--- config.mk ---
export PLATFORM = sky130hd
export DESIGN_NAME = expression_stack_alu
export DESIGN_NICKNAME = d
export VERILOG_FILES = /design/src/design/esa_pkg.sv /design/src/design/esa_ram.sv /design/src/design/esa_div.sv /design/src/design/expression_stack_alu.sv
export SDC_FILE = /design/constraint.sdc
export NUM_CORES = 2
export LEC_CHECK = 0
export BUFFER_PORTS_ARGS = -buffer_cell sky130_fd_sc_hd__buf_2
export CORE_ASPECT_RATIO = 1.4
export CORE_UTILIZATION = 45
export CTS_BUF_LIST = sky130_fd_sc_hd__clkbuf_8
export CTS_CLUSTER_DIAMETER = 150
export DETAILED_ROUTE_END_ITERATION = 7
export GPL_TIMING_DRIVEN = 1
export HOLD_SLACK_MARGIN = 0.02
export SLEW_MARGIN = 15
export SYNTH_ARGS = -nofsm -noshare
export SYNTH_HDL_FRONTEND = slang
export SYNTH_SLANG_ARGS = --single-unit
export TNS_END_PERCENT = 50
--- constraint.sdc ---
create_clock -name clk -period 11.2 [get_ports clk]
set_clock_uncertainty 0.05 [all_clocks]
set_input_delay 0 -clock clk [delete_from_list [all_inputs] [get_ports clk]]
set_output_delay 0 -clock clk [all_outputs]
set_load 0.02 [all_outputs]
--- src/design/esa_pkg.sv ---
package esa_pkg;

    localparam int DATA_W  = 32;
    localparam int DEPTH_W = 7;

    // Operation codes carried in the func field
    typedef enum logic [3:0] {
        FN_PUSH = 4'd0,
        FN_POP  = 4'd1,
        FN_ADD  = 4'd2,
        FN_SUB  = 4'd3,
        FN_NEG  = 4'd4,
        FN_MUL  = 4'd5,
        FN_DIV  = 4'd6,
        FN_REM  = 4'd7,
        FN_AND  = 4'd8,
        FN_OR   = 4'd9,
        FN_XOR  = 4'd10,
        FN_CPL  = 4'd11,
        FN_SHR  = 4'd12,
        FN_SHL  = 4'd13,
        FN_LO   = 4'd14,
        FN_HI   = 4'd15
    } func_t;

    // Result status codes
    typedef enum logic [1:0] {
        ST_OK        = 2'd0,
        ST_OVERFLOW  = 2'd1,
        ST_UNDERFLOW = 2'd2,
        ST_DIVZERO   = 2'd3
    } status_t;

    localparam logic [DATA_W-1:0] LO_MASK   = 32'h0000_00ff;
    localparam int                HI_SHIFT  = 8;

endpackage

--- src/design/esa_ram.sv ---
module esa_ram #(
    parameter int WIDTH = 32,
    parameter int DEPTH = 64
) (
    input  logic                     clk,
    input  logic                     wr_en,
    input  logic [$clog2(DEPTH)-1:0] wr_addr,
    input  logic [WIDTH-1:0]         wr_data,
    input  logic                     rd_en,
    input  logic [$clog2(DEPTH)-1:0] rd_addr,
    output logic [WIDTH-1:0]         rd_data
);

    logic [WIDTH-1:0] mem [DEPTH];
    logic [WIDTH-1:0] rd_data_reg;

    // Write one entry, register the read word
    always_ff @(posedge clk)
    begin
        if (wr_en)
        begin
            mem[wr_addr] <= wr_data;
        end
        if (rd_en)
        begin
            rd_data_reg <= mem[rd_addr];
        end
    end

    assign rd_data = rd_data_reg;

endmodule

--- src/design/esa_div.sv ---
module esa_div (
    input  logic                      clk,
    input  logic                      rst_n,
    input  logic                      start,
    input  logic [esa_pkg::DATA_W-1:0] dividend,
    input  logic [esa_pkg::DATA_W-1:0] divisor,
    output logic                      done,
    output logic [esa_pkg::DATA_W-1:0] quotient,
    output logic [esa_pkg::DATA_W-1:0] remainder
);

    localparam int W  = esa_pkg::DATA_W;
    localparam int SW = $clog2(W);

    logic          busy_reg;
    logic          done_reg;
    logic [SW-1:0] step_reg;
    logic [W-1:0]  quo_reg;
    logic [W-1:0]  rem_reg;
    logic [W-1:0]  dvs_reg;
    logic [W:0]    shifted;
    logic [W:0]    trial;

    // Shift in the next dividend bit and try the subtraction
    assign shifted = {rem_reg, quo_reg[W-1]};
    assign trial   = shifted - {1'b0, dvs_reg};

    // Sequence the iterations
    always_ff @(posedge clk or negedge rst_n)
    begin
        if (!rst_n)
        begin
            busy_reg <= 1'b0;
            done_reg <= 1'b0;
            step_reg <= '0;
        end
        else if (start)
        begin
            busy_reg <= 1'b1;
            done_reg <= 1'b0;
            step_reg <= '0;
        end
        else if (busy_reg)
        begin
            step_reg <= step_reg + SW'(1);
            if (step_reg == SW'(W - 1))
            begin
                busy_reg <= 1'b0;
                done_reg <= 1'b1;
            end
        end
        else
        begin
            done_reg <= 1'b0;
        end
    end

    // Restoring division, one quotient bit a cycle
    always_ff @(posedge clk)
    begin
        if (start)
        begin
            quo_reg <= dividend;
            rem_reg <= '0;
            dvs_reg <= divisor;
        end
        else if (busy_reg)
        begin
            if (!trial[W])
            begin
                rem_reg <= trial[W-1:0];
                quo_reg <= {quo_reg[W-2:0], 1'b1};
            end
            else
            begin
                rem_reg <= shifted[W-1:0];
                quo_reg <= {quo_reg[W-2:0], 1'b0};
            end
        end
    end

    assign done      = done_reg;
    assign quotient  = quo_reg;
    assign remainder = rem_reg;

`ifndef SYNTHESIS
    a_done_after_busy: assert property (@(posedge clk) disable iff (!rst_n)
        $rose(done_reg) |-> $past(busy_reg))
        else $error("divider finished without running");
    a_no_start_busy: assert property (@(posedge clk) disable iff (!rst_n)
        busy_reg |-> !done_reg)
        else $error("divider done while still busy");
    a_busy_steps: assert property (@(posedge clk) disable iff (!rst_n)
        (busy_reg && !start && step_reg != SW'(W - 1)) |=> busy_reg)
        else $error("divider stopped early");
`endif

endmodule

--- src/design/expression_stack_alu.sv ---
// Reverse Polish stack evaluator for 32-bit signed words. Each input word is a
// push or an operation on the top entries of a STACK_DEPTH-entry stack held in
// a single-port-write, registered-read memory; the top entry is also kept in a
// register. Every input word yields one result word carrying the new top (the
// popped value for pop), a status and the depth. One word is worked at a time:
// most operations go from acceptance through a load state, which uses the entry
// below the top as read from the memory, and a commit stage that presents the
// result; the next word is taken once the sequencer is idle again. Divide and
// remainder by a non-zero divisor without deferral add a divide state between
// load and commit, waiting on the one-bit-per-cycle restoring divider. A result
// still held by out_stall delays the commit of the following word. Stack entries
// need no clearing after reset.
module expression_stack_alu #(
    parameter int STACK_DEPTH = 64
) (
    input  logic               clk,
    input  logic               rst_n,
    input  logic               cfg_wr_en,
    input  logic               cfg_wr_data,
    input  logic               in_valid,
    output logic               in_stall,
    input  logic [3:0]         func,
    input  logic signed [31:0] operand,
    output logic               out_valid,
    input  logic               out_stall,
    output logic signed [31:0] top_value,
    output logic [1:0]         status,
    output logic [6:0]         depth
);

    localparam int W  = esa_pkg::DATA_W;
    localparam int CW = $clog2(STACK_DEPTH + 1);
    localparam int AW = $clog2(STACK_DEPTH);
    localparam int XW = (CW > esa_pkg::DEPTH_W) ? CW : esa_pkg::DEPTH_W;

    typedef enum logic [1:0] {
        S_IDLE,
        S_LOAD,
        S_DIV,
        S_COMMIT
    } state_t;

    state_t             state_reg;
    state_t             state_next;
    logic [CW-1:0]      count_reg;
    logic [W-1:0]       top_reg;
    logic               defer_reg;
    esa_pkg::func_t     func_reg;
    logic [W-1:0]       operand_reg;

    logic               out_valid_reg;
    logic [W-1:0]       top_value_reg;
    esa_pkg::status_t   status_reg;
    logic [esa_pkg::DEPTH_W-1:0] depth_reg;

    esa_pkg::status_t   st_status_reg;
    logic [CW-1:0]      st_count_reg;
    logic [W-1:0]       st_top_reg;
    logic               st_we_reg;
    logic [AW-1:0]      st_waddr_reg;
    logic               st_pop_reg;
    logic               a_neg_reg;
    logic               b_neg_reg;

    logic               in_accept;
    logic               commit_fire;
    logic [CW-1:0]      cnt_m1;
    logic [CW-1:0]      cnt_m2;
    logic [W-1:0]       a_word;
    logic [W-1:0]       b_word;
    logic [1:0]         need;

    esa_pkg::status_t   ld_status;
    logic [CW-1:0]      ld_count;
    logic [W-1:0]       ld_top;
    logic               ld_we;
    logic [AW-1:0]      ld_waddr;
    logic               ld_pop;
    logic               ld_div;

    logic               div_done;
    logic [W-1:0]       div_quo;
    logic [W-1:0]       div_rem;
    logic [W-1:0]       div_fixed;
    logic [XW-1:0]      cnt_wide;

    assign in_stall    = (state_reg != S_IDLE);
    assign in_accept   = in_valid && !in_stall;
    assign commit_fire = (state_reg == S_COMMIT) && (!out_valid_reg || !out_stall);

    assign cnt_m1 = count_reg - CW'(1);
    assign cnt_m2 = count_reg - CW'(2);
    assign b_word = top_reg;

    // Stack storage
    esa_ram #(
        .WIDTH (W),
        .DEPTH (STACK_DEPTH)
    ) u_ram (
        .clk     (clk),
        .wr_en   (commit_fire && st_we_reg),
        .wr_addr (st_waddr_reg),
        .wr_data (st_top_reg),
        .rd_en   (in_accept),
        .rd_addr (cnt_m2[AW-1:0]),
        .rd_data (a_word)
    );

    // Iterative divider on magnitudes
    esa_div u_div (
        .clk       (clk),
        .rst_n     (rst_n),
        .start     ((state_reg == S_LOAD) && ld_div),
        .dividend  (a_word[W-1] ? (W'(0) - a_word) : a_word),
        .divisor   (b_word[W-1] ? (W'(0) - b_word) : b_word),
        .done      (div_done),
        .quotient  (div_quo),
        .remainder (div_rem)
    );

    // Restore signs: quotient by sign mismatch, remainder follows the dividend
    always_comb
    begin
        if (func_reg == esa_pkg::FN_DIV)
        begin
            div_fixed = (a_neg_reg != b_neg_reg) ? (W'(0) - div_quo) : div_quo;
        end
        else
        begin
            div_fixed = a_neg_reg ? (W'(0) - div_rem) : div_rem;
        end
    end

    // Count entries the operation consumes
    always_comb
    begin
        case (func_reg)
            esa_pkg::FN_PUSH: need = 2'd0;
            esa_pkg::FN_POP,
            esa_pkg::FN_NEG,
            esa_pkg::FN_CPL,
            esa_pkg::FN_LO,
            esa_pkg::FN_HI:   need = 2'd1;
            default:          need = 2'd2;
        endcase
    end

    // Decode the word once the entry below the top has been read
    always_comb
    begin
        ld_status = esa_pkg::ST_OK;
        ld_count  = count_reg;
        ld_top    = top_reg;
        ld_we     = 1'b0;
        ld_waddr  = cnt_m2[AW-1:0];
        ld_pop    = 1'b0;
        ld_div    = 1'b0;
        if (func_reg == esa_pkg::FN_PUSH)
        begin
            if (count_reg == CW'(STACK_DEPTH))
            begin
                ld_status = esa_pkg::ST_OVERFLOW;
            end
            else
            begin
                ld_we    = 1'b1;
                ld_waddr = count_reg[AW-1:0];
                ld_top   = operand_reg;
                ld_count = count_reg + CW'(1);
            end
        end
        else if (count_reg < CW'(need))
        begin
            ld_status = esa_pkg::ST_UNDERFLOW;
        end
        else
        begin
            case (func_reg)
                esa_pkg::FN_POP:
                begin
                    ld_pop   = 1'b1;
                    ld_count = cnt_m1;
                    ld_top   = a_word;
                end
                esa_pkg::FN_NEG,
                esa_pkg::FN_CPL,
                esa_pkg::FN_LO,
                esa_pkg::FN_HI:
                begin
                    ld_we    = 1'b1;
                    ld_waddr = cnt_m1[AW-1:0];
                    case (func_reg)
                        esa_pkg::FN_NEG: ld_top = W'(0) - b_word;
                        esa_pkg::FN_CPL: ld_top = ~b_word;
                        esa_pkg::FN_LO:  ld_top = b_word & esa_pkg::LO_MASK;
                        default:         ld_top = $signed(b_word) >>> esa_pkg::HI_SHIFT;
                    endcase
                end
                esa_pkg::FN_DIV,
                esa_pkg::FN_REM:
                begin
                    if (defer_reg)
                    begin
                        ld_count = cnt_m1;
                        ld_top   = a_word;
                    end
                    else if (b_word == '0)
                    begin
                        ld_status = esa_pkg::ST_DIVZERO;
                    end
                    else
                    begin
                        ld_div   = 1'b1;
                        ld_count = cnt_m1;
                        ld_we    = 1'b1;
                    end
                end
                default:
                begin
                    ld_count = cnt_m1;
                    ld_we    = 1'b1;
                    case (func_reg)
                        esa_pkg::FN_ADD: ld_top = a_word + b_word;
                        esa_pkg::FN_SUB: ld_top = a_word - b_word;
                        esa_pkg::FN_MUL: ld_top = a_word * b_word;
                        esa_pkg::FN_AND: ld_top = a_word & b_word;
                        esa_pkg::FN_OR:  ld_top = a_word | b_word;
                        esa_pkg::FN_XOR: ld_top = a_word ^ b_word;
                        esa_pkg::FN_SHR: ld_top = $signed(a_word) >>> b_word[4:0];
                        default:         ld_top = a_word << b_word[4:0];
                    endcase
                end
            endcase
        end
    end

    // Advance the sequencer
    always_comb
    begin
        state_next = state_reg;
        case (state_reg)
            S_IDLE:
            begin
                if (in_accept)
                begin
                    state_next = S_LOAD;
                end
            end
            S_LOAD:
            begin
                state_next = ld_div ? S_DIV : S_COMMIT;
            end
            S_DIV:
            begin
                if (div_done)
                begin
                    state_next = S_COMMIT;
                end
            end
            S_COMMIT:
            begin
                if (commit_fire)
                begin
                    state_next = S_IDLE;
                end
            end
            default:
            begin
                state_next = S_IDLE;
            end
        endcase
    end

    // Hold control state, count, deferral flag and output valid
    always_ff @(posedge clk or negedge rst_n)
    begin
        if (!rst_n)
        begin
            state_reg     <= S_IDLE;
            count_reg     <= '0;
            defer_reg     <= 1'b0;
            out_valid_reg <= 1'b0;
        end
        else
        begin
            state_reg <= state_next;
            if (cfg_wr_en)
            begin
                defer_reg <= cfg_wr_data;
            end
            if (commit_fire)
            begin
                count_reg     <= st_count_reg;
                out_valid_reg <= 1'b1;
            end
            else if (!out_stall)
            begin
                out_valid_reg <= 1'b0;
            end
        end
    end

    assign cnt_wide = XW'(st_count_reg);

    // Capture the word, stage the update, load the result
    always_ff @(posedge clk)
    begin
        if (in_accept)
        begin
            func_reg    <= esa_pkg::func_t'(func);
            operand_reg <= operand;
        end
        if (state_reg == S_LOAD)
        begin
            st_status_reg <= ld_status;
            st_count_reg  <= ld_count;
            st_top_reg    <= ld_top;
            st_we_reg     <= ld_we;
            st_waddr_reg  <= ld_waddr;
            st_pop_reg    <= ld_pop;
            a_neg_reg     <= a_word[W-1];
            b_neg_reg     <= b_word[W-1];
        end
        else if ((state_reg == S_DIV) && div_done)
        begin
            st_top_reg <= div_fixed;
        end
        if (commit_fire)
        begin
            top_reg    <= st_top_reg;
            status_reg <= st_status_reg;
            depth_reg  <= cnt_wide[esa_pkg::DEPTH_W-1:0];
            if (st_pop_reg)
            begin
                top_value_reg <= top_reg;
            end
            else
            begin
                top_value_reg <= (st_count_reg != '0) ? st_top_reg : '0;
            end
        end
    end

    assign out_valid = out_valid_reg;
    assign top_value = top_value_reg;
    assign status    = status_reg;
    assign depth     = depth_reg;

`ifndef SYNTHESIS
    a_count_bound: assert property (@(posedge clk) disable iff (!rst_n)
        count_reg <= CW'(STACK_DEPTH))
        else $error("entry count beyond stack depth");
    a_count_on_commit: assert property (@(posedge clk) disable iff (!rst_n)
        (count_reg != $past(count_reg)) |-> $past(commit_fire))
        else $error("entry count changed outside commit");
    a_div_done_state: assert property (@(posedge clk) disable iff (!rst_n)
        div_done |-> (state_reg == S_DIV))
        else $error("divider result with no division pending");
    a_result_from_commit: assert property (@(posedge clk) disable iff (!rst_n)
        $rose(out_valid_reg) |-> $past(state_reg == S_COMMIT))
        else $error("result word raised without commit");
`endif

endmodule
Yosys cells after proc, flatten, opt, wreduce, memory -nomap -nowiden
Memory sizes are Yosys's and may differ from the RTL's. A register that Yosys moved wholly into a read port is not among the register bits.
Cells that the tools add are included.
W data, S select, Z words.
{"block": "word_totals", "regBits": 274, "ram_bits": 2048, "input_bits": 42, "n_memories": 1, "out_inout_bits": 43, "word_cells": 155}
{"block": "classes", "magnitude_cmp": 1, "n_reduce_logical": 21, "n_shift": 2, "add_sub_neg": 11, "multipliers": 1, "mux": 64, "bitwise_logic": 4, "eq_ne": 25}
{"name": "u_ram.mem", "words": 64, "width": 32, "rd": 1, "rd_clocked_by_memory_dff": 1, "wr": 1, "line_no": "esa_ram.sv:14", "source": "logic [WIDTH-1:0] mem [DEPTH];"}
{"cell": "$mux W32", "count": 15}
{"cell": "$pmux W32 S7", "count": 1}
{"cell": "$pmux W32 S3", "count": 2}
{"cell": "$sub A1 B32 Y32 const A", "count": 4}
{"cell": "$mux W7", "count": 5}
{"cell": "$sub A33 B32 Y33", "count": 1}
{"cell": "$add A32 B32 Y32", "count": 1}
{"cell": "$and A32 B32 Y32", "count": 1}
{"cell": "$logic_not A32 Y1", "count": 1}
{"cell": "$mul A32 B32 Y32", "count": 1}
{"cell": "$not A32 Y32", "count": 1}
{"cell": "$or A32 B32 Y32", "count": 1}
{"cell": "$shl A32 B5 Y32", "count": 1}
{"cell": "$sshr A32 B5 Y32", "count": 1}
{"cell": "$sub A32 B32 Y32", "count": 1}
{"cell": "$xor A32 B32 Y32", "count": 1}
{"cell": "$mux W31", "count": 1}
{"cell": "$eq A4 B4 Y1 const B", "count": 7}
{"cell": "$mux W6", "count": 4}
{"cell": "$mux W1", "count": 22}
{"cell": "$eq A4 B3 Y1 const B", "count": 4}
{"cell": "$mux W2", "count": 8}
{"cell": "$pmux W7 S2", "count": 1}
{"cell": "$mux W5", "count": 2}
{"cell": "other kinds (29)", "count": 42}

Logic depth before layout (Yosys ltp)
{"block": "logic_depth", "depth_word": 8, "mapped_depth": 33, "depth_no_buf": 28}

Hierarchy
From an unflattened synthesis, not the netlist that was laid out.
{"block": "hier_totals", "hier_cells": 7950, "area_unflattened_um2": 119024.2}
{"module": "esa_ram", "n_inst": 1, "cells_each": 3324, "area_per_inst_um2": 78835.6, "seq_area_each_um2": 62459.9}
{"module": "expression_stack_alu", "n_inst": 1, "cells_each": 4028, "area_per_inst_um2": 33971.3, "seq_area_each_um2": 5079.9}
{"module": "esa_div", "n_inst": 1, "cells_each": 598, "area_per_inst_um2": 6217.2, "seq_area_each_um2": 2737.6}

Least setup slack after synthesis
Ideal clock, no wire load.
{"block": "synth_timing", "path_kind": "register -> register", "startpoint": "register top_reg[2] (netlist: b_word[2])", "endpoint": "register st_top_reg[31] (data pin)", "slack_ns": 2.368, "required_ns": 10.872, "path_buffers": 5, "stages_incl_launch_ff": 29, "t_arrival_ns": 8.504, "cell_sequence": "edfxtp_1 > clkbuf_1 > inv_2 > buf_1 > clkbuf_1 > clkbuf_1 > buf_1 > nor2_1 > fa_1 > inv_1 > fa_1 > fa_1 > fa_1 > inv_1 > fa_1 > fa_1 > fa_1 > fa_1 > ha_1 > a21o_1 > a21o_1 > a21o_1 > a211o_1 > a31oi_1 > o21ai_0 > a31oi_1 > xnor2_1 > a2111oi_0 > a221oi_1"}
{"block": "synth_via", "elab_chain_len": 6, "word_cells_on_any_way": 12, "classes_between": "add/sub (3); mul (1); shift (2); mux (6)"}
{"item": "from (decl)", "line_no": "expression_stack_alu.sv:46", "source": "logic [W-1:0] top_reg;"}
{"item": "from (signal assigned)", "line_no": "expression_stack_alu.sv:330", "source": "top_reg <= st_top_reg;"}
{"item": "$mul A32 B32 Y32, or another cell as far along", "line_no": "expression_stack_alu.sv:225", "source": "esa_pkg::FN_MUL: ld_top = a_word * b_word;"}
{"item": "$pmux W32 S7 / $pmux W32 S3 (equally long branches)", "line_no": "expression_stack_alu.sv:222, expression_stack_alu.sv:192"}
{"item": "$pmux W32 S3 (*)", "line_no": "expression_stack_alu.sv:178", "source": "case (func_reg)"}
{"item": "$mux W32 (*)", "line_no": "expression_stack_alu.sv:172", "source": "else if (count_reg < CW'(need))"}
{"item": "$mux W32 (*)", "line_no": "expression_stack_alu.sv:158", "source": "if (func_reg == esa_pkg::FN_PUSH)"}
{"item": "$mux W32 (*)", "line_no": "expression_stack_alu.sv:313", "source": "if (state_reg == S_LOAD)"}
{"item": "to (signal assigned)", "line_no": "expression_stack_alu.sv:317", "source": "st_top_reg <= ld_top;"}
{"item": "to (signal assigned)", "line_no": "expression_stack_alu.sv:326", "source": "st_top_reg <= div_fixed;"}
{"item": "to (decl)", "line_no": "expression_stack_alu.sv:58", "source": "logic [W-1:0] st_top_reg;"}
Mark *: on every way between the ends. The rest lies on a longest branch, timed or not.
A chain may end at the register's enable or synchronous reset.

Worst setup path in the final report
{"block": "layout_timing", "startpoint": "register top_reg[6] (netlist: b_word[6])", "endpoint": "register st_top_reg[31] (data pin)"}
{"block": "layout_via", "elab_chain_len": 6, "word_cells_on_any_way": 10, "classes_between": "add/sub (3); mul (1); mux (6)"}
{"item": "$mul A32 B32 Y32, or another cell as far along", "line_no": "expression_stack_alu.sv:225"}
{"item": "$pmux W32 S7 / $pmux W32 S3 (equally long branches)", "line_no": "expression_stack_alu.sv:222, expression_stack_alu.sv:192"}
{"item": "$pmux W32 S3 (*)", "line_no": "expression_stack_alu.sv:178"}
{"item": "$mux W32 (*)", "line_no": "expression_stack_alu.sv:172"}
{"item": "$mux W32 (*)", "line_no": "expression_stack_alu.sv:158"}
{"item": "$mux W32 (*)", "line_no": "expression_stack_alu.sv:313"}
Marked as above.

==> results.toml <==
[status]
outcome = "finished clean"

[worst_setup_path]
startpoint_type = "flop"
cp_slowest_cell = "clkinv_1"
required_ns = 11.96
arrival_ns = 10.57
crit_fanout = 16
crit_path_end_kind = "flop"
cp_slowest_stage_delay_ns = 0.89
cp_top_family = "adder cells"
critPathKind = "reg2reg"
critPathBufInv = 5
path_common_cell = "fa_1"
cp_num_cells = 26
rr_worst_depth = 26

[floorplanning]
rows = 222
ioPinCount = 85
die_w_um = 435
start_util_pct = 45.2
die-area_um2 = 264000
coreArea_um2 = 261000
die_y_um = 608

[layout]
fin_area_um2 = 132000
fin_util_pct = 50.4
layout-drive-gt1-share_pct = 20.1
layout.cells.non_filler = 11800
syn_to_final_growth_pct = 11.5
largest_register_ffs = 2048
fin_nets = 8762
max_flop_register = "u_ram.mem"

[yosys]
synth_top_flop_cell = "edfxtp_1"
ys_ff_latch = 2354
synth_edf_count = 2304
synth.top_cell.area_share_pct = 58.6
yosys-top-cells-count = "2,304 x edfxtp_1, 685 x mux4_2, 649 x nor2_1"
synth_top_area_cell = "edfxtp_1"
synth_fp_nets = 8418
ys_seq_area_share_pct = 59.5
synth_area_um2 = 118000
synth.avg_cell_area_um2 = 15.3
yosys_warnings = 0
synth-async-reset-ratio_pct = 0.765
synth.area.top_cells = "edfxtp_1 59%, mux4_2 13%, fa_1 7.0%, ha_1 2.9%, nor2_1 2.1%"
netlist_instances = 7697
yosysMostFrequentCell = "edfxtp_1"
synth.distinct_cells = 84

[clock_tree]
cts_buffers = 364
clock_sinks = 2354
cts_tree = "built"
clockBufferDepth = 4
insertion_delay_ns = 1.01
clkTransAtPathRegs_ns = 0.07
clock-root-buffer = "clkbuf_8"
post_cts_buffers = 0
cts_max_level = 5
cts_resized = 0

[sta]
grt_setup_unrepaired = "no"
setup_ws_ns = 1.39
setup_violations = 0
finalSetupTns_ns = 0
worst_slew_pin_slew_ns = 1.32
finalCritPeriodShare_pct = 87.6
fmax_mhz = 102
whs_ns = 0.170
finalHoldViolCount = 0
slew-limit-headroom_pct = 11.6
layout_min_cycle_time_ns = 9.81
drv_slew = 0

[grt]
antenna_found_initial = 25
grt_usage_pct = 31.4
grt_pass1_wl_um = 581000
grt_max_degree = 99
grt_pass1_vias = 75900
grt_overflow = 0

[detailed_routing]
dr.pass1.iters = 8
wirelength_um = 416000
wl_per_cell_um = 35.2
drtIter0Drc = 8264
drc = 0
ant_nets = 0
drt-vias-per-instance = 6.21
vias = 73400

[power_and_ir_drop]
combPwrFrac_pct = 0.2
p_sw_share_pct = 21.0
p_seq_share_pct = 58.3
p_sw_mw = 3.43
power.share.clock_pct = 41.5
power_mw = 16.3
p_int_mw = 12.9
p_per_area_nw_per_um2 = 124
ir_drop_uv = 88.8
p_leak_nw = 44.6

[place]
post-place-ws_ns = 1.76
port_buffers = 84
placed_area_um2 = 124000
dp.cells = 11100
dp_hpwl_um = 270000
place_congestion = 1.04

[min_path]
hold_path_class = "in2async"

[job]
maxCapViolations = 0
-- logic make-up (layout without fill, tap and decap cells) --
family	Yosys count	after routing	share of synthesized area, %
AND/OR/NAND/NOR	1550	1550	5.61
multiplexers	782	782	13.9
adder cells (fa/ha/maj)	679	679	9.80
other	0	24	0
AO/OA/AOI/OAI	1045	1045	5.78
buffers and inverters	990	1621	3.17
flip-flops	2354	2354	59.5
XOR/XNOR	297	297	2.21
-- final cells by class --
class                           count  area (um2)
Clock inverter                    282        1550
Tap cell                         3472        4340
Sequential cell                  2354       70300
Fill cell                       22000      129000
Antenna cell                       24        60.1
Multi-Input combinational cell   4353       44800
Timing Repair Buffer              464        3610
Clock buffer                      371        5110
Inverter                          504        1890
-- layout by cell type (no fill, tap or decap), types with 84 or more instances in the layout --
| cell type | count |
|---|---|
| a21oi_1 | 214 |
| buf_2 | 84 |
| buf_4 | 283 |
| clkbuf_8 | 371 |
| clkinv_1 | 102 |
| edfxtp_1 | 2304 |
| fa_1 | 410 |
| ha_1 | 267 |
| inv_1 | 598 |
| mux2i_1 | 85 |
| mux4_2 | 685 |
| nand2_1 | 561 |
| nor2_1 | 579 |
| o21ai_0 | 301 |
| xnor2_1 | 208 |
-- tightest hold or removal path, stage by stage --
cell	delay, ns
dlygate4sd3_1	0.52
buf_2	0.10
dlygate4sd3_1	1.14
-- repair_timing --
| item | 4_1_cts | 5_1_grt |
|---|---|---|
| endpoints found under the setup margin | 0 | 0 |
| hold buffers | 82 | 0 |
| hold endpoints to repair | 139 | 0 |
-- path summary, 6_finish.rpt --
| kind | startpoint | end | slack (ns) |
|---|---|---|---|
| max | b_word[6]$_DFFE_PP_ | st_top_reg[31]$_DFFE_PP_ | 1.39 |
| min | rst_n | count_reg[2]$_DFFE_PN0P_ | 0.17 |
| max reg2reg | b_word[6]$_DFFE_PP_ | st_top_reg[31]$_DFFE_PP_ | 1.39 |
| min reg2reg | st_status_reg[0]$_DFFE_PP_ | status[0]$_DFFE_PP_ | 0.37 |
| max in group asynchronous | rst_n | count_reg[1]$_DFFE_PN0P_ | 10.28 |
| min in group clk | in_valid | func_reg[0]$_DFFE_PP_ | 0.20 |
-- routing by layer --
| metal | track usage, % | share of wire, % | vias to the layer above |
|---|---|---|---|
| li1 | - | - | 29900 |
| met1 | 35.8 | 34 | 38600 |
| met2 | 53.6 | 50 | 3734 |
| met3 | 5.63 | 6.9 | 1182 |
| met4 | 21.8 | 8.3 | 22 |
| met5 | 0 | 0.039 | - |
-- power by group through the flow --
stage / Combinational (mW) / Clock [mW] / Sequential, mW
4_1_cts: 0.0361 / 6.93 / 9.52
2_1_floorplan: 0.00241 / 0 / 9.71
3_3_place_gp: 0.0135 / 0 / 9.71
6_report: 0.0375 / 6.78 / 9.52
5_1_grt: 0.0399 / 7.25 / 9.51
3_5_place_dp: 0.0135 / 0 / 9.71
(Power assumes the default switching activity.)
